### src/rtl/psu_pkg.sv
// ----------------------------------------------------------------------------
// psu_pkg
// Shared types, constants and depth decode for the packed sample unpacker.
// ----------------------------------------------------------------------------
`default_nettype none

package psu_pkg;

  localparam int COUNT_WIDTH = 16;
  localparam int CFG_WIDTH   = 16;
  localparam int CFG_IDX_W   = 2;

  localparam logic [CFG_IDX_W-1:0] CFG_DEPTH_SELECT     = 2'd0;
  localparam logic [CFG_IDX_W-1:0] CFG_INVERT_ENABLE    = 2'd1;
  localparam logic [CFG_IDX_W-1:0] CFG_SAMPLES_PER_LINE = 2'd2;

  localparam logic [2:0] DEPTH_1  = 3'd0;
  localparam logic [2:0] DEPTH_2  = 3'd1;
  localparam logic [2:0] DEPTH_4  = 3'd2;
  localparam logic [2:0] DEPTH_6  = 3'd3;
  localparam logic [2:0] DEPTH_8  = 3'd4;
  localparam logic [2:0] DEPTH_16 = 3'd5;

  typedef struct packed {
    logic [2:0]             depth_select;
    logic                   invert_enable;
    logic [CFG_WIDTH-1:0]   samples_per_line;
  } cfg_t;

  // Sample width in bits; unused codes behave as eight bits.
  function automatic logic [4:0] depth_bits(input logic [2:0] sel);
    logic [4:0] bits;
    unique case (sel)
      DEPTH_1:  bits = 5'd1;
      DEPTH_2:  bits = 5'd2;
      DEPTH_4:  bits = 5'd4;
      DEPTH_6:  bits = 5'd6;
      DEPTH_16: bits = 5'd16;
      default:  bits = 5'd8;
    endcase
    return bits;
  endfunction

  function automatic logic [15:0] depth_mask(input logic [2:0] sel);
    logic [15:0] mask;
    unique case (sel)
      DEPTH_1:  mask = 16'h0001;
      DEPTH_2:  mask = 16'h0003;
      DEPTH_4:  mask = 16'h000F;
      DEPTH_6:  mask = 16'h003F;
      DEPTH_16: mask = 16'hFFFF;
      default:  mask = 16'h00FF;
    endcase
    return mask;
  endfunction

endpackage

`default_nettype wire

### src/rtl/packed_sample_unpack_core.sv
// ----------------------------------------------------------------------------
// packed_sample_unpack_core
// Unpacks MSB-first packed bytes into 1 to 16-bit samples.
// ----------------------------------------------------------------------------
// Bytes enter a two-entry queue; the extraction engine takes one sample per
// cycle, while the output is not stalled, from the byte at its head and
// places it in an output register; a byte yields one to eight samples, or
// none if it only adds to the held bits. Samples leave at up to one per
// cycle while the output is not stalled. Configuration must be written
// only while no transaction is in flight; a write to depth_select realigns
// the unpacker to a byte boundary and restarts the row count.
`default_nettype none

module packed_sample_unpack_core
  import psu_pkg::*;
(
  input  wire logic                 clk,
  input  wire logic                 rst_n,
  input  wire logic                 cfg_we,
  input  wire logic [CFG_IDX_W-1:0] cfg_index,
  input  wire logic [CFG_WIDTH-1:0] cfg_wdata,
  input  wire logic                 in_valid,
  output logic                      in_stall,
  input  wire logic [7:0]           in_data_byte,
  output logic                      out_valid,
  input  wire logic                 out_stall,
  output logic [15:0]               out_sample_value,
  output logic                      out_last_of_item,
  output logic                      out_last_of_line
);

  cfg_t       cfg_r, cfg_nxt;
  logic       row_clear;
  logic       q_valid;
  logic [7:0] q_data;
  logic       q_pop;

  assign row_clear = cfg_we && (cfg_index == CFG_DEPTH_SELECT);

  always_comb begin
    cfg_nxt = cfg_r;
    if (cfg_we) begin
      unique case (cfg_index)
        CFG_DEPTH_SELECT:     cfg_nxt.depth_select     = cfg_wdata[2:0];
        CFG_INVERT_ENABLE:    cfg_nxt.invert_enable    = cfg_wdata[0];
        CFG_SAMPLES_PER_LINE: cfg_nxt.samples_per_line = cfg_wdata;
        default:              cfg_nxt = cfg_r;
      endcase
    end
  end

  always_ff @(posedge clk) begin
    if (!rst_n) begin
      cfg_r.depth_select     <= DEPTH_8;
      cfg_r.invert_enable    <= 1'b0;
      cfg_r.samples_per_line <= {{(CFG_WIDTH-1){1'b0}}, 1'b1};
    end else begin
      cfg_r <= cfg_nxt;
    end
  end

  psu_queue u_queue (
    .clk          (clk),
    .rst_n        (rst_n),
    .in_valid     (in_valid),
    .in_stall     (in_stall),
    .in_data_byte (in_data_byte),
    .q_valid      (q_valid),
    .q_data       (q_data),
    .q_pop        (q_pop)
  );

  psu_engine u_engine (
    .clk              (clk),
    .rst_n            (rst_n),
    .cfg              (cfg_r),
    .row_clear        (row_clear),
    .q_valid          (q_valid),
    .q_data           (q_data),
    .q_pop            (q_pop),
    .out_valid        (out_valid),
    .out_stall        (out_stall),
    .out_sample_value (out_sample_value),
    .out_last_of_item (out_last_of_item),
    .out_last_of_line (out_last_of_line)
  );

endmodule

`default_nettype wire

### src/rtl/psu_queue.sv
// ----------------------------------------------------------------------------
// psu_queue
// Two-entry intake queue that accepts packed bytes from the input channel.
// ----------------------------------------------------------------------------
`default_nettype none

module psu_queue
  import psu_pkg::*;
(
  input  wire logic       clk,
  input  wire logic       rst_n,
  input  wire logic       in_valid,
  output logic            in_stall,
  input  wire logic [7:0] in_data_byte,
  output logic            q_valid,
  output logic [7:0]      q_data,
  input  wire logic       q_pop
);

  logic [7:0] mem_r [2];
  logic       wr_ptr_r, wr_ptr_nxt;
  logic       rd_ptr_r, rd_ptr_nxt;
  logic [1:0] count_r, count_nxt;
  logic       push;
  logic       pop;

  assign in_stall = (count_r == 2'd2);
  assign q_valid  = (count_r != 2'd0);
  assign q_data   = mem_r[rd_ptr_r];
  assign push     = in_valid && !in_stall;
  assign pop      = q_pop && q_valid;

  always_comb begin
    wr_ptr_nxt = push ? ~wr_ptr_r : wr_ptr_r;
    rd_ptr_nxt = pop ? ~rd_ptr_r : rd_ptr_r;
    count_nxt  = count_r + {1'b0, push} - {1'b0, pop};
  end

  always_ff @(posedge clk) begin
    if (!rst_n) begin
      wr_ptr_r <= 1'b0;
      rd_ptr_r <= 1'b0;
      count_r  <= 2'd0;
    end else begin
      wr_ptr_r <= wr_ptr_nxt;
      rd_ptr_r <= rd_ptr_nxt;
      count_r  <= count_nxt;
    end
  end

  always_ff @(posedge clk) begin
    if (push) begin
      mem_r[wr_ptr_r] <= in_data_byte;
    end
  end

  assert property (@(posedge clk) disable iff (!rst_n)
    (count_r == 2'd2 && !pop) |=> (count_r == 2'd2))
    else $error("queue lost an entry while full");

endmodule

`default_nettype wire

### src/rtl/psu_engine.sv
// ----------------------------------------------------------------------------
// psu_engine
// Extracts samples from queued bytes, one per unstalled cycle, into an output register.
// ----------------------------------------------------------------------------
`default_nettype none

module psu_engine
  import psu_pkg::*;
(
  input  wire logic        clk,
  input  wire logic        rst_n,
  input  wire cfg_t        cfg,
  input  wire logic        row_clear,
  input  wire logic        q_valid,
  input  wire logic [7:0]  q_data,
  output logic             q_pop,
  output logic             out_valid,
  input  wire logic        out_stall,
  output logic [15:0]      out_sample_value,
  output logic             out_last_of_item,
  output logic             out_last_of_line
);

  logic [7:0]             held_bits_r, held_bits_nxt;
  logic [3:0]             held_count_r, held_count_nxt;
  logic [COUNT_WIDTH-1:0] sample_index_r, sample_index_nxt;
  logic                   busy_r, busy_nxt;
  logic [15:0]            acc_r, acc_nxt;
  logic [4:0]             n_r, n_nxt;
  logic [2:0]             k_r, k_nxt;
  logic                   out_valid_r, out_valid_nxt;
  logic [15:0]            out_sample_r, out_sample_nxt;
  logic                   out_item_r, out_item_nxt;
  logic                   out_line_r, out_line_nxt;

  logic [4:0]             d_bits;
  logic [15:0]            d_mask;
  logic [3:0]             hc_clamped;
  logic [15:0]            cur_acc;
  logic [4:0]             cur_n;
  logic [2:0]             cur_k;
  logic                   have;
  logic                   can_emit;
  logic                   out_free;
  logic                   emit;
  logic [4:0]             shift_amt;
  logic [4:0]             n_rem;
  logic [15:0]            sample;
  logic [COUNT_WIDTH-1:0] next_index;
  logic                   eol;
  logic                   last_item;
  logic [4:0]             n_fin;
  logic [7:0]             keep_mask;
  logic                   finish;

  assign d_bits     = depth_bits(cfg.depth_select);
  assign d_mask     = depth_mask(cfg.depth_select);
  assign hc_clamped = (held_count_r > 4'd8) ? 4'd8 : held_count_r;
  assign cur_acc    = busy_r ? acc_r : {held_bits_r, q_data};
  assign cur_n      = busy_r ? n_r : ({1'b0, hc_clamped} + 5'd8);
  assign cur_k      = busy_r ? k_r : 3'd0;
  assign have       = busy_r || q_valid;
  assign can_emit   = have && (cur_n >= d_bits);
  assign out_free   = !out_valid_r || !out_stall;
  assign emit       = can_emit && out_free;
  assign shift_amt  = cur_n - d_bits;
  assign n_rem      = cur_n - d_bits;
  assign sample     = ((cur_acc >> shift_amt) & d_mask) ^ (cfg.invert_enable ? d_mask : 16'h0);
  assign next_index = sample_index_r + {{(COUNT_WIDTH-1){1'b0}}, 1'b1};
  assign eol        = (next_index != '0)
                      ? (32'(next_index) >= 32'(cfg.samples_per_line))
                      : (cfg.samples_per_line == '0);
  assign last_item  = eol || (n_rem < d_bits) || (cur_k == 3'd7);
  assign finish     = (have && !can_emit) || (emit && last_item);
  assign n_fin      = !can_emit ? cur_n : (eol ? 5'd0 : n_rem);
  assign keep_mask  = (n_fin >= 5'd8) ? 8'hFF : ~(8'hFF << n_fin[2:0]);
  assign q_pop      = !busy_r && q_valid && (!can_emit || out_free);

  always_comb begin
    held_bits_nxt    = held_bits_r;
    held_count_nxt   = held_count_r;
    sample_index_nxt = sample_index_r;
    busy_nxt         = busy_r;
    acc_nxt          = acc_r;
    n_nxt            = n_r;
    k_nxt            = k_r;
    out_valid_nxt    = out_valid_r && out_stall;
    out_sample_nxt   = out_sample_r;
    out_item_nxt     = out_item_r;
    out_line_nxt     = out_line_r;
    if (emit) begin
      out_valid_nxt    = 1'b1;
      out_sample_nxt   = sample;
      out_item_nxt     = last_item;
      out_line_nxt     = eol;
      sample_index_nxt = eol ? '0 : next_index;
      acc_nxt          = cur_acc;
      n_nxt            = n_rem;
      k_nxt            = cur_k + 3'd1;
      busy_nxt         = !last_item;
    end
    if (finish) begin
      busy_nxt       = 1'b0;
      held_count_nxt = n_fin[3:0];
      held_bits_nxt  = cur_acc[7:0] & keep_mask;
    end
    if (row_clear) begin
      held_bits_nxt    = '0;
      held_count_nxt   = '0;
      sample_index_nxt = '0;
    end
  end

  always_ff @(posedge clk) begin
    if (!rst_n) begin
      held_bits_r    <= '0;
      held_count_r   <= '0;
      sample_index_r <= '0;
      busy_r         <= 1'b0;
      k_r            <= '0;
      n_r            <= '0;
      out_valid_r    <= 1'b0;
    end else begin
      held_bits_r    <= held_bits_nxt;
      held_count_r   <= held_count_nxt;
      sample_index_r <= sample_index_nxt;
      busy_r         <= busy_nxt;
      k_r            <= k_nxt;
      n_r            <= n_nxt;
      out_valid_r    <= out_valid_nxt;
    end
  end

  always_ff @(posedge clk) begin
    acc_r        <= acc_nxt;
    out_sample_r <= out_sample_nxt;
    out_item_r   <= out_item_nxt;
    out_line_r   <= out_line_nxt;
  end

  assign out_valid        = out_valid_r;
  assign out_sample_value = out_sample_r;
  assign out_last_of_item = out_item_r;
  assign out_last_of_line = out_line_r;

  assert property (@(posedge clk) disable iff (!rst_n)
    busy_r |-> (k_r != 3'd0))
    else $error("engine busy without a sample taken from the current byte");

  assert property (@(posedge clk) disable iff (!rst_n)
    (out_valid_r && out_line_r) |-> out_item_r)
    else $error("end of row not marked as last sample of the byte");

  assert property (@(posedge clk) disable iff (!rst_n)
    (emit && eol) |=> (sample_index_r == '0 && !busy_r))
    else $error("row end did not realign the unpacker");

endmodule

`default_nettype wire

### config.mk
export PLATFORM = sky130hd
export DESIGN_NAME = packed_sample_unpack_core
export DESIGN_NICKNAME = d
export VERILOG_FILES = /design/src/rtl/psu_pkg.sv /design/src/rtl/packed_sample_unpack_core.sv /design/src/rtl/psu_queue.sv /design/src/rtl/psu_engine.sv
export SDC_FILE = /design/constraint.sdc
export NUM_CORES = 1
export LEC_CHECK = 0
export CORE_UTILIZATION = 59
export CTS_BUF_LIST = sky130_fd_sc_hd__clkbuf_4 sky130_fd_sc_hd__clkbuf_8
export DETAILED_ROUTE_END_ITERATION = 8
export DONT_BUFFER_PORTS = 1
export PLACE_DENSITY = 0.78
export REMOVE_ABC_BUFFERS = 1
export SLEW_MARGIN = 10
export SYNTH_ARGS = -nofsm -noshare
export SYNTH_HDL_FRONTEND = slang
export SYNTH_SLANG_ARGS = --single-unit
### constraint.sdc
create_clock -name clk -period 4.55 [get_ports clk]
set_input_delay 0.91 -clock clk [delete_from_list [all_inputs] [get_ports clk]]
set_output_delay 0.91 -clock clk [all_outputs]
set_load 0.02 [all_outputs]
After elaboration in Yosys (flattened, before gate mapping)
Memories as Yosys holds them, arrays and structs flattened. A register that Yosys moved wholly into a read port is not among the register bits.
Cells that the tools add are included.
{"block": "op_classes", "n_lt_le_gt_ge": 5, "add_sub_neg": 6, "bitwise_logic": 7, "n_eq_ne": 8, "n_reduce_logical": 32, "n_mux": 17, "shift": 2}
{"op": "case mux 16 bit (5 select lines)", "count": 1}
{"op": "2-to-1 mux 16 bit", "count": 3}
{"op": "case mux 5 bit (5 select lines)", "count": 1}
{"op": "adder 16 x 1 -> 16 bit, second input constant", "count": 1}
{"op": "AND 16 bit", "count": 1}
{"op": "greater-or-equal comparator 16 bit", "count": 1}
{"op": "zero test 16 bit", "count": 1}
{"op": "nonzero test 16 bit", "count": 1}
{"op": "right shift 16 x 5 -> 16 bit", "count": 1}
{"op": "XOR 16 bit", "count": 1}
{"op": "2-to-1 mux 5 bit", "count": 3}
{"op": "logical AND 1 bit", "count": 10}
{"op": "AND 8 bit", "count": 1}
{"op": "2-to-1 mux 8 bit", "count": 1}
{"op": "inverter 8 bit", "count": 1}
{"op": "left shift 8 x 3 -> 8 bit, first input constant", "count": 1}
{"op": "== test 3 x 2 -> 1 bit, second input constant", "count": 2}
{"op": "== test 3 bit, second input constant", "count": 2}
{"op": "zero test 1 bit", "count": 6}
{"op": "logical OR 1 bit", "count": 6}
{"op": "2-to-1 mux 1 bit", "count": 6}
{"op": "AND reduction 2 bit", "count": 3}
{"op": "adder 4 x 4 -> 5 bit, second input constant", "count": 1}
{"op": "greater-or-equal comparator 5 x 4 -> 1 bit, second input constant", "count": 1}
{"op": "other kinds (17)", "count": 21}
{"block": "totals", "output_inout_bits": 20, "wordCells": 95, "mem_bits_rw": 16, "ff_bits": 96, "n_memories": 1, "inputBits": 31}
{"name": "u_queue.mem_r", "words": 2, "word_bits": 8, "read_ports": 1, "rd_ports_with_merged_regs": 1, "write_ports": 1, "line_no": "psu_queue.sv:20", "rtl": "logic [7:0] mem_r [2];"}

Depth between registers and ports, before layout
{"block": "logic_depth", "depth_word": 12, "mapped_depth": 20, "depth_no_buf": 16}

By module
From an unflattened synthesis, not the netlist that was laid out.
{"block": "unflattened", "hier_cells": 707, "hier_area_um2": 6667.6}
{"module": "psu_engine", "instances": 1, "area_each_um2": 5037.3, "cells_per_inst": 569, "seq_area_each_um2": 1781.7}
{"module": "packed_sample_unpack_core", "instances": 1, "area_each_um2": 819.5, "cells_per_inst": 87, "seq_area_each_um2": 400.4}
{"module": "psu_queue", "instances": 1, "area_each_um2": 810.8, "cells_per_inst": 51, "seq_area_each_um2": 580.6}

Worst setup path after synthesis
OpenSTA, ideal clock, no wires.
{"block": "synth_timing", "kind": "register to register", "start": "reg u_engine.busy_r", "end": "reg u_engine.held_bits_r[0]", "required_time_ps": 4483, "path_stages_with_launch": 21, "path_buffers": 4, "path_slack_ps": 309, "setup_time_ps": 67, "t_arrival_ps": 4174, "period_less_slack_ps": 4241, "path_cell_list": "dfxtp_1 > clkbuf_1 > buf_1 > nor3b_1 > a21oi_1 > ha_1 > inv_1 > fa_1 > xnor2_1 > inv_1 > clkbuf_1 > ha_1 > o21a_1 > o21ai_0 > nand2b_1 > a21oi_1 > or3_4 > a21oi_4 > buf_6 > nand2_1 > a21oi_2"}
{"block": "synth_between", "elab_cells_between_ends": 23, "classes_between": "add/sub: 1; order compare: 3; eq/ne: 1; shift: 1; mux: 6; bitwise: 2; reduce/logical: 9"}
{"item": "from (decl)", "line_no": "psu_engine.sv:27", "rtl": "logic busy_r, busy_nxt;"}
{"item": "from (signal assigned)", "line_no": "psu_engine.sv:127", "rtl": "busy_r <= busy_nxt;"}
{"item": "2-to-1 mux 5 bit", "line_no": "psu_engine.sv:60", "rtl": "assign cur_n = busy_r ? n_r : ({1'b0, hc_clamped} + 5'd8);"}
{"item": "subtractor 5 bit", "line_no": "psu_engine.sv:67", "rtl": "assign n_rem = cur_n - d_bits;"}
{"item": "net u_engine.n_rem[2]", "line_no": "psu_engine.sv:47", "rtl": "logic [4:0] n_rem;"}
{"item": "less-than comparator 5 bit", "line_no": "psu_engine.sv:73", "rtl": "assign last_item = eol || (n_rem < d_bits) || (cur_k == 3'd7);"}
{"item": "logical OR 1 bit (2 in a row)", "line_no": "psu_engine.sv:73"}
{"item": "net u_engine.last_item", "line_no": "psu_engine.sv:51", "rtl": "logic last_item;"}
{"item": "logical AND 1 bit", "line_no": "psu_engine.sv:74", "rtl": "assign finish = (have && !can_emit) || (emit && last_item);"}
{"item": "logical OR 1 bit", "line_no": "psu_engine.sv:74"}
{"item": "to (signal assigned)", "line_no": "psu_engine.sv:124", "rtl": "held_bits_r <= held_bits_nxt;"}
{"item": "to (decl)", "line_no": "psu_engine.sv:24", "rtl": "logic [7:0] held_bits_r, held_bits_nxt;"}
The timed path passes the listed nets, and every way through them passes these cells.
A chain may end at the register's enable or synchronous reset.

Final worst setup path
{"block": "layout_timing", "start": "reg u_engine.sample_index_r[3]", "end": "reg u_engine.held_bits_r[6]"}
{"block": "layout_between", "elab_cells_between_ends": 15, "classes_between": "add/sub: 1; order compare: 2; shift: 1; mux: 4; bitwise: 2; reduce/logical: 5"}
{"item": "from (decl)", "line_no": "psu_engine.sv:26", "rtl": "logic [COUNT_WIDTH-1:0] sample_index_r, sample_index_nxt;"}
{"item": "from (signal assigned)", "line_no": "psu_engine.sv:126", "rtl": "sample_index_r <= sample_index_nxt;"}
{"item": "adder 16 x 1 -> 16 bit (*)", "line_no": "psu_engine.sv:69", "rtl": "assign next_index = sample_index_r + {{(COUNT_WIDTH-1){1'b0}}, 1'b1};"}
{"item": "greater-or-equal comparator 16 bit or nonzero test 16 bit (tied branches)", "line_no": "psu_engine.sv:71, psu_engine.sv:70"}
{"item": "2-to-1 mux 1 bit (*)", "line_no": "psu_engine.sv:71", "rtl": "? (32'(next_index) >= 32'(cfg.samples_per_line))"}
{"item": "logical OR 1 bit (*) (2 in a row)", "line_no": "psu_engine.sv:73"}
{"item": "net u_engine.last_item", "line_no": "psu_engine.sv:51"}
{"item": "logical AND 1 bit (*)", "line_no": "psu_engine.sv:74"}
{"item": "logical OR 1 bit (*)", "line_no": "psu_engine.sv:74"}
The timed path passes the listed nets; every way through them passes the cells marked *.

==> run_results.csv <==
group,metric,value,unit
route,wl_per_cell,16.2,um
timing,fin_crit,4.16,ns
worst_setup_path,critPathCaptureType,"flip-flop",
timing,fmax,240,MHz
worst_setup_path,r2r-end,"u_engine.held_bits_r[6]$_SDFFE_PP0P_",
synthesis,synth_cells,740,
cells_and_area,design_area,7060,sq um
worst_setup_path,critPathLaunchType,"flip-flop",
route,viasPerCell,5.98,
worst_setup_path,r2r_start,"u_engine.sample_index_r[3]$_SDFFE_PP0P_",
clock_network,postCtsHoldBufs,0,
placed_design,place_hpwl,10.2,mm
synthesis,synthDistinctLibCells,62,
synthesis,async_flop_share,0,%
clock_network,clockRootBuffer,"clkbuf_8",
clock_network,cts_max_level,4,
cells_and_area,register_area,2760,sq um
synthesis,synth_ff_type,"dfxtp_1",
synthesis,syn_area,6560,sq um
cells_and_area,multi_input_area,3450,sq um
global_routing,grt_util_all_layers,27.2,%
worst_setup_path,path_class,"reg -> reg",
cells_and_area,insertedDiodeCount,0,
worst_setup_path,cp.required,4.89,ns
die,core,10800,sq um
timing,setup_slack,0.390,ns
power_and_ir_drop,power,4.50,mW
worst_setup_path,r2r_cells,14,
synthesis,yosys.area.top_type,"edfxtp_1",
timing,fin_tns_setup,0,ns
placed_design,gp_congestion,0.876,
die,start_util,60.5,%
cells_and_area,syn_to_final_growth,7.63,%
cells_and_area,final_cells,882,
synthesis,syn_avg_cell_area,8.86,sq um
worst_hold_path,holdPathEnd,"u_engine.k_r[1]$_SDFFE_PN0P_",
cells_and_area,final_nets,792,
worst_hold_path,hold_path_startpoint,"u_engine.k_r[1]$_SDFFE_PN0P_",
power_and_ir_drop,powerDensity,637,nW/um^2
timing,hold_viol_final,0,
timing,grt_setup_unrepaired,"no",
synthesis,synth_edf_count,50,
synthesis,synth_common_cells,"nand2_1 (105), nor2_1 (67), dfxtp_1 (63), edfxtp_1 (50), a21oi_1 (46)",
global_routing,antenna_found_initial,0,
power_and_ir_drop,irDropWorstVdd,0.457,mV
route,firstDrtPassIters,5,
timing,fin_hold_ws,0.465,ns
synthesis,ys_top_cells_by_area,"edfxtp_1 (23%), dfxtp_1 (19%), nand2_1 (6.0%), ha_1 (5.9%), nor2_1 (3.8%)",
clock_network,clock_path_buffers,2,
timing,fin_worst_skew,0.00714,ns
timing,drv_slew,0,
run_status,status,"finished, final reports clean",
power_and_ir_drop,power_leakage,2.77,nW
clock_network,clkLatencyLatePin,0.44,ns
route,via_count,5275,
worst_setup_path,ff2ff_setup_slack,0.39,ns
timing,timing.final.crit_share,91.4,%
synthesis,post-synth-top-count-cell,"nand2_1",
worst_hold_path,min_path_cells,2,
die,die-area,11500,sq um
worst_hold_path,hold_class,"reg -> reg",
clock_network,cts_setup_buffers,0,
job,maxCapViolCount,0,
clock_network,clkTransAtPathRegs,0.07,ns
worst_setup_path,arrival,4.50,ns
global_routing,grt_pass1_wl,24.2,mm
worst_setup_path,path_max_fanout,17,
placed_design,pre_cts_ws,0.456,ns
clock_network,clkSinkCount,113,
timing,setup_viol,0,
synthesis,yosysSeqAreaShare,42.1,%
synthesis,ys_warn_count,0,
clock_network,cts_buffers,17,
die,ios,51,
placed_design,placed_cell_area,6650,sq um
die,chipHeight,107,um
placed_design,io_buffers,0,
cells_and_area,fillerInstances,884,
route,drt_iter0_drc,393,
cells_and_area,drive_above_1_share,8.76,%
global_routing,grt_max_degree,38,
clock_network,tritoncts,"built",
placed_design,dp.cells,850,
synthesis,ys_ff_latch,113,
die,rows,38,
global_routing,grt_pass1_vias,5017,
global_routing,grt-ovfl-total,0,
route,postRouteAntennaNets,0,
die,die_w,107,um
cells_and_area,final_util,65.1,%
timing,worst_pin_slew,0.922,ns
route,drc,0,
timing,slew_headroom,38.6,%
synthesis,synth_top_area_share,22.9,%
route,drt_wl_total,14.3,mm
clock_network,cts_resized,0,
metal layers:
metal / up-vias / GRT usage (%) / part of all wire (%)
met5: - / 0 / 0
met4: 0 / 9.98 / 1.6
met3: 25 / 8.35 / 6.5
li1: 2579 / - / -
met1: 2478 / 36.8 / 46
met2: 193 / 41.0 / 46
report_power, final:
part	total, mW	leakage (nW)	internal (mW)	switching (mW)
Sequential	1.64	0.988	1.41	0.226
Clock	0.989	0.215	0.578	0.412
Combinational	1.87	1.57	0.660	1.21
cell type report:
class / instances / share of cell area, %
well taps: 140 / 2.48
inverters: 43 / 2.29
clock buffers: 22 / 3.94
repair buffers: 13 / 1.38
multi-input cells: 541 / 48.9
flip-flops and latches: 113 / 39.1
clock inverters: 10 / 1.90
worst max-delay path by stage:
| stage | from | end | slack [ns] | depth (start not counted) |
|---|---|---|---|---|
| 2_1_floorplan | u_engine.busy_r$_SDFFE_PP0P_ | u_engine.held_bits_r[1]$_SDFFE_PP0P_ | -0.70 | 13 |
| 3_3_place_gp | u_engine.sample_index_r[0]$_SDFFE_PP0P_ | u_engine.held_bits_r[6]$_SDFFE_PP0P_ | 0.55 | 15 |
| 3_5_place_dp | u_engine.sample_index_r[0]$_SDFFE_PP0P_ | u_engine.held_bits_r[6]$_SDFFE_PP0P_ | 0.46 | 15 |
| 4_1_cts | u_engine.sample_index_r[3]$_SDFFE_PP0P_ | u_engine.held_bits_r[6]$_SDFFE_PP0P_ | 0.43 | 14 |
| 5_1_grt | u_engine.sample_index_r[0]$_SDFFE_PP0P_ | u_engine.held_bits_r[6]$_SDFFE_PP0P_ | 0.12 | 15 |
| 6_report | u_engine.sample_index_r[3]$_SDFFE_PP0P_ | u_engine.held_bits_r[6]$_SDFFE_PP0P_ | 0.39 | 14 |
registers in the layout (all words and copies together) (netlist names), named ones only:
register                   cells
u_queue.count_r                2
u_engine.out_last_of_line      1
u_engine.out_sample_value     16
u_engine.held_bits_r           8
u_engine.sample_index_r       16
u_engine.held_count_r          4
u_engine.out_valid             1
u_queue.wr_ptr_r               1
cfg_r                         20
u_engine.out_last_of_item      1
u_queue.mem_r                 16
u_engine.busy_r                1
u_engine.k_r                   3
u_queue.rd_ptr_r               1
u_engine.n_r                   5
u_engine.acc_r                16
cells by family after synthesis:
kind of cell / share of synthesized area [%]
compound gates: 16.4
xor+xnor: 4.41
fa+ha+maj: 6.22
buf+inv: 5.27
flops: 42.1
mux: 4.71
simple gates: 20.9
critical path, stage by stage, from the launching register on:
cell and delay (ns):
dfxtp_1 0.52, nand4_4 0.23, o31a_1 0.36, or2_2 0.32, ha_1 0.31, a21o_1 0.16, a21o_1 0.16, a21oi_1 0.12
o21ai_0 0.12, a221oi_1 0.45, o21ai_4 0.12, or3_4 0.41, a21oi_4 0.40, nor3_1 0.12, a32o_1 0.25
placed cells by master (no fill, tap or decap), types with 8 or more instances in the layout:
master | Yosys | layout
o21ai_0 | 36 | 36
nor2_1 | 67 | 67
nand2_1 | 105 | 105
nor2b_1 | 8 | 8
buf_4 | 1 | 13
a21o_1 | 8 | 8
clkbuf_8 | 0 | 18
dfxtp_1 | 63 | 63
a211oi_1 | 8 | 8
nor4_1 | 9 | 9
ha_1 | 31 | 31
edfxtp_1 | 50 | 50
inv_1 | 43 | 42
xnor2_1 | 26 | 26
and2_1 | 8 | 8
mux2i_1 | 23 | 23
a21boi_0 | 24 | 24
nor3_1 | 26 | 26
a21oi_1 | 46 | 46
nand3_1 | 13 | 13
No activity file was read; power rests on OpenSTA's default activity.
